### src/u8sd_pkg.sv
// u8sd_pkg: shared constants and types for the utf8 stream decoder
// no dependencies; imported by every module of the block

package u8sd_pkg;

  localparam int unsigned ByteW  = 8;
  localparam int unsigned CpW    = 21;
  localparam int unsigned CntW   = 3;   // up to four results per input byte
  localparam int unsigned SeqW   = 2;

  localparam logic [CpW-1:0] ReplChar = 21'h00FFFD;

  // description of the results that one input byte causes:
  // every result but the last is a replacement character
  typedef struct packed {
    logic [CntW-1:0] cnt;    // number of results, zero for none
    logic [CpW-1:0]  cp;     // code point of the last result
    logic            repl;   // replaced flag of the last result
  } run_t;

endpackage : u8sd_pkg

### src/u8sd_if.sv
// u8sd_in_if / u8sd_out_if: valid/ready channels of the utf8 stream decoder
// depends on u8sd_pkg for field widths

interface u8sd_in_if;
  logic                          valid;
  logic                          ready;
  logic [u8sd_pkg::ByteW-1:0]    text_byte;
  logic                          final_byte;

  modport source (output valid, output text_byte, output final_byte, input ready);
  modport sink   (input valid, input text_byte, input final_byte, output ready);
endinterface : u8sd_in_if

interface u8sd_out_if;
  logic                          valid;
  logic                          ready;
  logic [u8sd_pkg::CpW-1:0]      code_point;
  logic                          replaced;
  logic                          last_of_run;

  modport source (output valid, output code_point, output replaced, output last_of_run,
                  input ready);
  modport sink   (input valid, input code_point, input replaced, input last_of_run,
                  output ready);
endinterface : u8sd_out_if

### src/u8sd_decode.sv
// u8sd_decode: sequence state registers and per-byte decode logic
// depends on u8sd_pkg; produces one run_t per accepted byte

module u8sd_decode (
  input  logic                         clk,
  input  logic                         rst_n,
  input  logic                         take,
  input  logic [u8sd_pkg::ByteW-1:0]   text_byte,
  input  logic                         final_byte,
  output u8sd_pkg::run_t               run
);
  import u8sd_pkg::*;

  logic [CpW-1:0]  partial_r, partial_nxt;
  logic [SeqW-1:0] need_r, need_nxt;
  logic [SeqW-1:0] taken_r, taken_nxt;

  // fresh-byte classification
  logic            is_ascii, lead2, lead3, lead4, is_lead, is_cont;
  logic            fresh_n;
  logic [CpW-1:0]  fresh_cp;
  logic            fresh_repl;
  logic            fresh_open;
  logic [SeqW-1:0] fresh_need;
  logic [CpW-1:0]  fresh_bits;

  // continuation path
  logic [CpW-1:0]  cont_pv;
  logic [SeqW-1:0] cont_need;
  logic [SeqW-1:0] cont_taken;

  assign is_ascii = ~text_byte[7];
  assign lead2    = (text_byte[7:5] == 3'b110);
  assign lead3    = (text_byte[7:4] == 4'b1110);
  assign lead4    = (text_byte[7:3] == 5'b11110);
  assign is_lead  = lead2 | lead3 | lead4;
  assign is_cont  = (text_byte[7:6] == 2'b10);

  // byte handled with nothing pending
  always_comb begin
    fresh_need = 2'd0;
    fresh_bits = '0;
    if (lead2) begin
      fresh_need = 2'd1;
      fresh_bits = {16'd0, text_byte[4:0]};
    end else if (lead3) begin
      fresh_need = 2'd2;
      fresh_bits = {17'd0, text_byte[3:0]};
    end else if (lead4) begin
      fresh_need = 2'd3;
      fresh_bits = {18'd0, text_byte[2:0]};
    end
    fresh_open = is_lead & ~final_byte;
    fresh_n    = ~fresh_open;
    fresh_cp   = is_ascii ? {13'd0, text_byte} : ReplChar;
    fresh_repl = ~is_ascii;
  end

  assign cont_pv    = {partial_r[CpW-7:0], text_byte[5:0]};
  assign cont_need  = need_r - 2'd1;
  assign cont_taken = taken_r + 2'd1;

  // results and next sequence state
  always_comb begin
    run         = '{cnt: '0, cp: ReplChar, repl: 1'b1};
    partial_nxt = '0;
    need_nxt    = '0;
    taken_nxt   = '0;
    if (need_r != 2'd0) begin
      if (is_cont) begin
        if (cont_need == 2'd0) begin
          run = '{cnt: CntW'(1), cp: cont_pv, repl: 1'b0};
        end else if (final_byte) begin
          run.cnt = CntW'(1) + {1'b0, cont_taken};
        end else begin
          partial_nxt = cont_pv;
          need_nxt    = cont_need;
          taken_nxt   = cont_taken;
        end
      end else begin
        // broken sequence: lead and taken continuations replaced, byte reprocessed
        run.cnt = CntW'(1) + {1'b0, taken_r} + {2'b00, fresh_n};
        if (fresh_n) begin
          run.cp   = fresh_cp;
          run.repl = fresh_repl;
        end
        if (fresh_open) begin
          partial_nxt = fresh_bits;
          need_nxt    = fresh_need;
        end
      end
    end else begin
      run = '{cnt: {2'b00, fresh_n}, cp: fresh_cp, repl: fresh_repl};
      if (fresh_open) begin
        partial_nxt = fresh_bits;
        need_nxt    = fresh_need;
      end
    end
  end

  // sequence state
  always_ff @(posedge clk) begin
    if (!rst_n) begin
      partial_r <= '0;
      need_r    <= '0;
      taken_r   <= '0;
    end else if (take) begin
      partial_r <= partial_nxt;
      need_r    <= need_nxt;
      taken_r   <= taken_nxt;
    end
  end

endmodule : u8sd_decode

### src/u8sd_emit.sv
// u8sd_emit: result register that plays out one run of results
// depends on u8sd_pkg and u8sd_out_if

module u8sd_emit (
  input  logic                 clk,
  input  logic                 rst_n,
  input  logic                 load,
  input  u8sd_pkg::run_t       run,
  output logic                 free,
  u8sd_out_if.source           out_chan
);
  import u8sd_pkg::*;

  logic [CntW-1:0] left_r, left_nxt;
  logic [CpW-1:0]  cp_r;
  logic            repl_r;
  logic            xfer;
  logic            is_last;

  assign is_last = (left_r == CntW'(1));
  assign xfer    = out_chan.valid & out_chan.ready;
  // room for a new run once the current one is gone or leaves this cycle
  assign free    = (left_r == '0) | (is_last & out_chan.ready);

  // result fields: replacements ahead of the last result
  assign out_chan.valid       = (left_r != '0);
  assign out_chan.code_point  = is_last ? cp_r : ReplChar;
  assign out_chan.replaced    = is_last ? repl_r : 1'b1;
  assign out_chan.last_of_run = is_last;

  // remaining count
  always_comb begin
    left_nxt = left_r;
    if (xfer) begin
      left_nxt = left_r - CntW'(1);
    end
    if (load) begin
      left_nxt = run.cnt;
    end
  end

  always_ff @(posedge clk) begin
    if (!rst_n) begin
      left_r <= '0;
    end else begin
      left_r <= left_nxt;
    end
  end

  // last-result payload
  always_ff @(posedge clk) begin
    if (load) begin
      cp_r   <= run.cp;
      repl_r <= run.repl;
    end
  end

endmodule : u8sd_emit

### src/utf8_stream_decoder_top.sv
// utf8_stream_decoder_top: utf-8 byte stream to code point decoder
// depends on u8sd_pkg, u8sd_if, u8sd_decode, u8sd_emit
//
//   channel    dir  payload                                  kind
//   in_chan    in   text_byte[7:0], final_byte               valid/ready
//   out_chan   out  code_point[20:0], replaced, last_of_run  valid/ready
//
// one byte is accepted per cycle while each byte yields at most one result and out_ready is high;
// a byte that yields n results (n up to 4) holds the input until its last result transfers,
// the result register playing out one result per transfer.
// a byte can be taken in the cycle its predecessor's last result transfers.
// reset is synchronous, active low, and leaves no sequence pending.
// out_ready low stalls the result register and then the input.

module utf8_stream_decoder_top (
  input  logic         clk,
  input  logic         rst_n,
  u8sd_in_if.sink      in_chan,
  u8sd_out_if.source   out_chan
);
  import u8sd_pkg::*;

  run_t run;
  logic free;
  logic take;

  assign in_chan.ready = free;
  assign take          = in_chan.valid & free;

  u8sd_decode u_decode (
    .clk        (clk),
    .rst_n      (rst_n),
    .take       (take),
    .text_byte  (in_chan.text_byte),
    .final_byte (in_chan.final_byte),
    .run        (run)
  );

  u8sd_emit u_emit (
    .clk      (clk),
    .rst_n    (rst_n),
    .load     (take),
    .run      (run),
    .free     (free),
    .out_chan (out_chan)
  );

endmodule : utf8_stream_decoder_top

### src/flat_wrapper.sv
// flat-port wrapper written by rule: the top's interface ports become plain ports
module utf8_stream_decoder_top_flat import u8sd_pkg::*;
  (clk, rst_n, in_chan_valid, in_chan_text_byte, in_chan_final_byte, in_chan_ready, out_chan_valid, out_chan_code_point, out_chan_replaced, out_chan_last_of_run, out_chan_ready);
  u8sd_in_if in_chan_i ();
  u8sd_out_if out_chan_i ();
  input  logic clk;
  input  logic rst_n;
  input wire logic [$bits(in_chan_i.valid)-1:0] in_chan_valid;
  input wire logic [$bits(in_chan_i.text_byte)-1:0] in_chan_text_byte;
  input wire logic [$bits(in_chan_i.final_byte)-1:0] in_chan_final_byte;
  output wire logic [$bits(in_chan_i.ready)-1:0] in_chan_ready;
  output wire logic [$bits(out_chan_i.valid)-1:0] out_chan_valid;
  output wire logic [$bits(out_chan_i.code_point)-1:0] out_chan_code_point;
  output wire logic [$bits(out_chan_i.replaced)-1:0] out_chan_replaced;
  output wire logic [$bits(out_chan_i.last_of_run)-1:0] out_chan_last_of_run;
  input wire logic [$bits(out_chan_i.ready)-1:0] out_chan_ready;
  assign in_chan_i.valid = in_chan_valid;
  assign in_chan_i.text_byte = in_chan_text_byte;
  assign in_chan_i.final_byte = in_chan_final_byte;
  assign in_chan_ready = in_chan_i.ready;
  assign out_chan_valid = out_chan_i.valid;
  assign out_chan_code_point = out_chan_i.code_point;
  assign out_chan_replaced = out_chan_i.replaced;
  assign out_chan_last_of_run = out_chan_i.last_of_run;
  assign out_chan_i.ready = out_chan_ready;
  utf8_stream_decoder_top u_core (.clk(clk), .rst_n(rst_n), .in_chan(in_chan_i), .out_chan(out_chan_i));
endmodule
### config.mk
export PLATFORM = sky130hd
export DESIGN_NAME = utf8_stream_decoder_top_flat
export DESIGN_NICKNAME = d
export VERILOG_FILES = /design/src/u8sd_pkg.sv /design/src/u8sd_if.sv /design/src/u8sd_decode.sv /design/src/u8sd_emit.sv /design/src/utf8_stream_decoder_top.sv /design/src/flat_wrapper.sv
export SDC_FILE = /design/constraint.sdc
export NUM_CORES = 1
export LEC_CHECK = 0
export ABC_CLOCK_PERIOD_IN_PS = 5200
export BUFFER_PORTS_ARGS = -buffer_cell sky130_fd_sc_hd__buf_4
export CAP_MARGIN = 20
export CORE_MARGIN = 10
export CORE_UTILIZATION = 60
export DETAILED_ROUTE_END_ITERATION = 10
export GPL_ROUTABILITY_DRIVEN = 1
export GPL_TIMING_DRIVEN = 0
export PLACE_DENSITY = 0.82
export SYNTH_ARGS = -nofsm -noshare
export SYNTH_HDL_FRONTEND = slang
export SYNTH_SLANG_ARGS = --single-unit
### constraint.sdc
create_clock -name clk -period 5.2 [get_ports clk]
set_clock_uncertainty 0.15 [all_clocks]
set_input_delay 1.04 -clock clk [delete_from_list [all_inputs] [get_ports clk]]
set_output_delay 1.04 -clock clk [all_outputs]
set_load 0.02 [all_outputs]
# After elaboration in Yosys (flattened, before gate mapping)
# Cells that the tools add are included.
# word_totals
reg_bits	44
inputBits	13
out_inout_bits	25
wordCells	62
# classes
add_sub_neg	6
eq_ne	5
mux	31
n_bitwise	9
reduce_logical	5
# ops
operator	count
15-bit two-way mux	4
25-bit two-way mux	2
2-bit two-way mux	12
22-bit two-way mux	1
21-bit two-way mux	1
17-bit two-way mux	1
16-bit two-way mux	1
3-bit two-way mux	5
5-bit two-way mux	2
1-bit by 2-bit adder with 3-bit output, first input constant	2
5-bit == test, second input constant	1
1-bit AND	4
4-bit == test, second input constant	1
4-bit two-way mux	1
2-bit nonzero test	2
3-bit by 1-bit adder with 3-bit output	1
3-bit by 1-bit == test with 1-bit output, second input constant	1
3-bit == test, second input constant	1
3-bit logical NOT	1
1-bit OR	3
3-bit nonzero test	1
3-bit by 1-bit subtractor with 3-bit output, second input constant	1
2-bit by 1-bit adder with 2-bit output, second input constant	1
2-bit == test, second input constant	1
other kinds (4)	5

# Logic depth before layout (Yosys ltp)
# depth
depth_word	9
depth_mapped	9
ltp_nobuf	9

# Cells and area by module
# From an unflattened synthesis, not the netlist that was laid out.
# unflattened
hier_cells	226
area_unflattened_um2	2263.4
# modules_own_cells
mod	n_inst	cells_each	area_each_um2	seq_area_each_um2
u8sd_decode	1	152	1216.2	380.4
u8sd_emit	1	73	1041.0	720.7
utf8_stream_decoder_top	1	1	6.3	0.0

# Worst setup path after synthesis
# Ideal clock, no wire load.
# synth_timing
path_type	register to output
from	register u_core.u_emit.left_r[1]
to	output out_chan_code_point[16]
arrival_ns	1.559
required_time_ns	4.010
setup_slack_ns	2.451
stages_incl_launch_ff	6
path_buffers	1
path_cell_list	dfxtp_1 > inv_1 > ha_1 > nor2b_1 > clkbuf_1 > and2_1
# synth_between
elab_chain_cells	2
# synth_lines
element	line_no	rtl
from (decl)	u8sd_emit.sv:14	logic [CntW-1:0] left_r, left_nxt;
from (signal assigned)	u8sd_emit.sv:46	left_r <= left_nxt;
3-bit by 1-bit == test with 1-bit output	u8sd_emit.sv:20	assign is_last = (left_r == CntW'(1));
via out_chan_last_of_run	flat_wrapper.sv:15	output wire logic [$bits(out_chan_i.last_of_run)-1:0] out_chan_last_of_run;
21-bit two-way mux	u8sd_emit.sv:27	assign out_chan.code_point = is_last ? cp_r : ReplChar;
to (decl)	flat_wrapper.sv:13	output wire logic [$bits(out_chan_i.code_point)-1:0] out_chan_code_point;
# The timed path passes the listed nets, and every way through them passes these cells.

# Worst setup path in the final report
# layout_timing
from	register u_core.u_emit.left_r[1]
to	output out_chan_code_point[12]
# layout_between
elab_chain_cells	2
# layout_lines
element	line_no
3-bit by 1-bit == test with 1-bit output	u8sd_emit.sv:20
21-bit two-way mux	u8sd_emit.sv:27
# No other way between the ends.

==> summary.md <==
| Metric | Value |
|---|---|
| Final Core Density | 0.760 |
| Nets | 270 |
| CTS tree | done |
| Final ANT Viol Nets | 0 |
| Chip width | approximately 81 µm |
| Mapped Cells | a little over 200 |
| Synth-to-layout area growth | 18.7% |
| Peak supply drop | between 0.2 and 0.3 mV |
| Ant. Diodes | 0 |
| Slew @ Worst Pin | between 600 and 700 ps |
| Area taken by multi-input logic gates | just under 1000 µm² |
| Vias per cell | slightly below 6 |
| Drt wl/cell | roughly 17 µm |
| Worst hold path class | reg2reg |
| Largest net degree at the start of global routing | 31 |
| Outcome | finished, final reports clean |
| Skew-Pair Late Insertion Delay | 300 ps |
| # port buffers | 36 |
| FF+latch area | 1100 µm² |
| Pwr Density | roughly 400 nW/µm² |
| Postcts setup bufs | 0 |
| Crit-path max cell delay | ~440 ps |
| H-tree levels | 2 |
| Initial antenna violation count | 0 |
| Synth cell types | 48 |
| Fmax | 306 MHz |
| First-pass DRT Iterations | 4 |
| Worst endpoint data arrival time | 2080 ps |
| Share of cells above drive strength 1 | 0.260 |
| Synthesized Nets | about 230 |
| Die Ht | slightly above 80 µm |
| Residual DRC count | 0 |
| Via Count | 1736 |
| Grt total ovfl | 0 |
| Maximum fanout along the worst path | 10 |
| Minimum clock period | roughly 3300 ps |
| Sink Count | 44 |
| Dpl cell area | between 2000 and 3000 µm² |
| CP Launch Point | u_core.u_emit.left_r[1]$_SDFFE_PN0P_ |
| Fill cells | roughly 250 |
| Post-synth top cells | dfxtp_1 (22), edfxtp_1 (22), nand2b_1 (19) |
| Slew margin rel. | 0.553 |
| Ys Warns | 0 |
| Leakage power | just over 1 nW |
| CTS root buf | clkbuf_8 |
| Die Area | ~6500 µm² |
| Bufs on Longest Clock Path | 2 |
| Fin area | between 2000 and 3000 µm² |
| Synthesized cell area | about 2200 µm² |
| Crit Path Category | reg2out |
| Iter 0 DRT Violations | between 100 and 150 |
| Cell taking the most area after synthesis | edfxtp_1 |
| Post-CTS Hold Buffers | 0 |
| Total power | about 0.0010 W |
| Initial core utilization | 0.640 |
| First-pass GRT wire length | around 8.3 mm |
| Async SR Flop Fraction | 0 |
| CTS-repair resized insts | 0 |
| WP data required | 4010 ps |
| Cells along the critical path | inv_1 -> ha_1 -> nor2b_1 -> clkbuf_1 -> nand2b_1 -> buf_4 |
| Worst setup SP type | flop |
| Core Footprint | 3440 µm² |
| Cell row count | 21 |
| Maxcap violations | 0 |
| Cts bufs inserted | 5 |
| Vias in the first global route | approximately 1700 |
| Clk slew on worst S/H paths | ~80 ps |
| Min-delay src | u_core.u_decode.partial_r[4]$_SDFFE_PN0N_ |
| Placer Congestion | around 0.84 |
| Sequential area share after synthesis | 0.499 |
| Crit path capture type | primary output |
| Synth Area per Inst | ~11 µm² |
| Top post-synthesis cells by area | edfxtp_1 (30%), dfxtp_1 (20%), nand2b_1 (5.4%) |
| Fin crit share | 0.628 |
| Unrepaired setup endpoints after global routing | false |
| Slowest cell on the critical path | clkbuf_1 |
| HPWL Detailed | ~3.8 mm |
| Post-synth top area share | 0.300 |
| Final setup violating endpoints | 0 |
| Post-synth EDFFs | 22 |
| Post-Route WL | 5.14 mm |
| Slew Limit Fails | 0 |
| # IOs | 38 |
| RR Startpoint | u_core.u_emit.left_r[0]$_SDFFE_PN0P_ |
| Hold Vio Cnt, Final | 0 |
| Most used DFF post-synth | edfxtp_1 |
| Setup TNS Final | 0 ps |
| Post-synthesis register bit count | 44 |
| Gr usage total | 0.163 |
metal layers:
metal / GRT usage / up-vias / wire length, µm
li1: - / 827 / -
met1: 0.187 / 821 / 2090
met2: 0.275 / 74 / 2600
met3: 0.0490 / 14 / 375
met4: 0.0651 / 0 / 83
met5: 0 / - / 0
stage by stage:
stage               cells  hold slack [ps]  setup WS (ps)
floorplan             206              304           2450
detailed placement    288              343           2240
global placement      288              339           2320
CTS                   296              354           1910
finish                296              355           1930
global route          296              386           1700
cell type report:
type / instances / share of cell area
clock inverters: 2 / 0.00478
plain buffers: 12 / 0.0263
flip-flops and latches: 44 / 0.421
clock buffers: 6 / 0.0277
multi-input cells: 138 / 0.378
repair buffers: 36 / 0.103
well taps: 46 / 0.0220
inverters: 12 / 0.0172
flip-flops by register name, indices dropped and copies added, names as in the netlist:
register	flops
u_core.u_decode.partial_r	15
u_core.u_emit.repl_r	1
u_core.u_emit.left_r	3
u_core.u_decode.need_r	2
u_core.u_emit.cp_r	21
u_core.u_decode.taken_r	2
worst max-delay path, delay by kind of cell, from the launching register on:
family / cells / cell delay (ps)
buf+inv: 3 / 710
fa+ha+maj: 1 / 230
simple gates: 2 / 510
flops: 1 / 320
placed cells by master (no fill, tap or decap), types with 6 or more instances in the layout:
master,n
a22oi_1,13
ha_1,8
nand2b_1,19
clkbuf_1,6
inv_1,11
or2_2,6
a21o_1,9
and2_1,6
edfxtp_1,22
dfxtp_1,22
nor2b_1,15
nand2_1,8
buf_4,37
final timing paths:
check / end / slack (ps) / cells after the start
min reg2reg: u_core.u_decode.partial_r[4]$_SDFFE_PN0N_ / 360 / 2
min: u_core.u_decode.partial_r[4]$_SDFFE_PN0N_ / 360 / 2
max: out_chan_code_point[12] / 1930 / 6
max reg2reg: u_core.u_emit.left_r[2]$_SDFFE_PN0P_ / 3000 / 7
logic make-up (layout without fill, tap and decap cells):
| group | count (synthesis) | count (layout) | share of synthesized area |
|---|---|---|---|
| muxes | 2 | 2 | 0.00965 |
| AOI/OAI and AO/OA | 51 | 51 | 0.174 |
| buffers and inverters | 24 | 68 | 0.0516 |
| DFF | 44 | 44 | 0.499 |
| and+or+nand+nor | 76 | 76 | 0.216 |
| xor gates and xnor gates | 1 | 1 | 0.00397 |
| adders and majority gates | 8 | 8 | 0.0454 |
power by group:
| part | switching, W | internal, W |
|---|---|---|
| Sequential | 0.0000184 | 0.000423 |
| Clock | 0.000114 | 0.0000939 |
| Combinational | 0.000248 | 0.000150 |
Note: power is estimated with default switching activity, not from simulation.
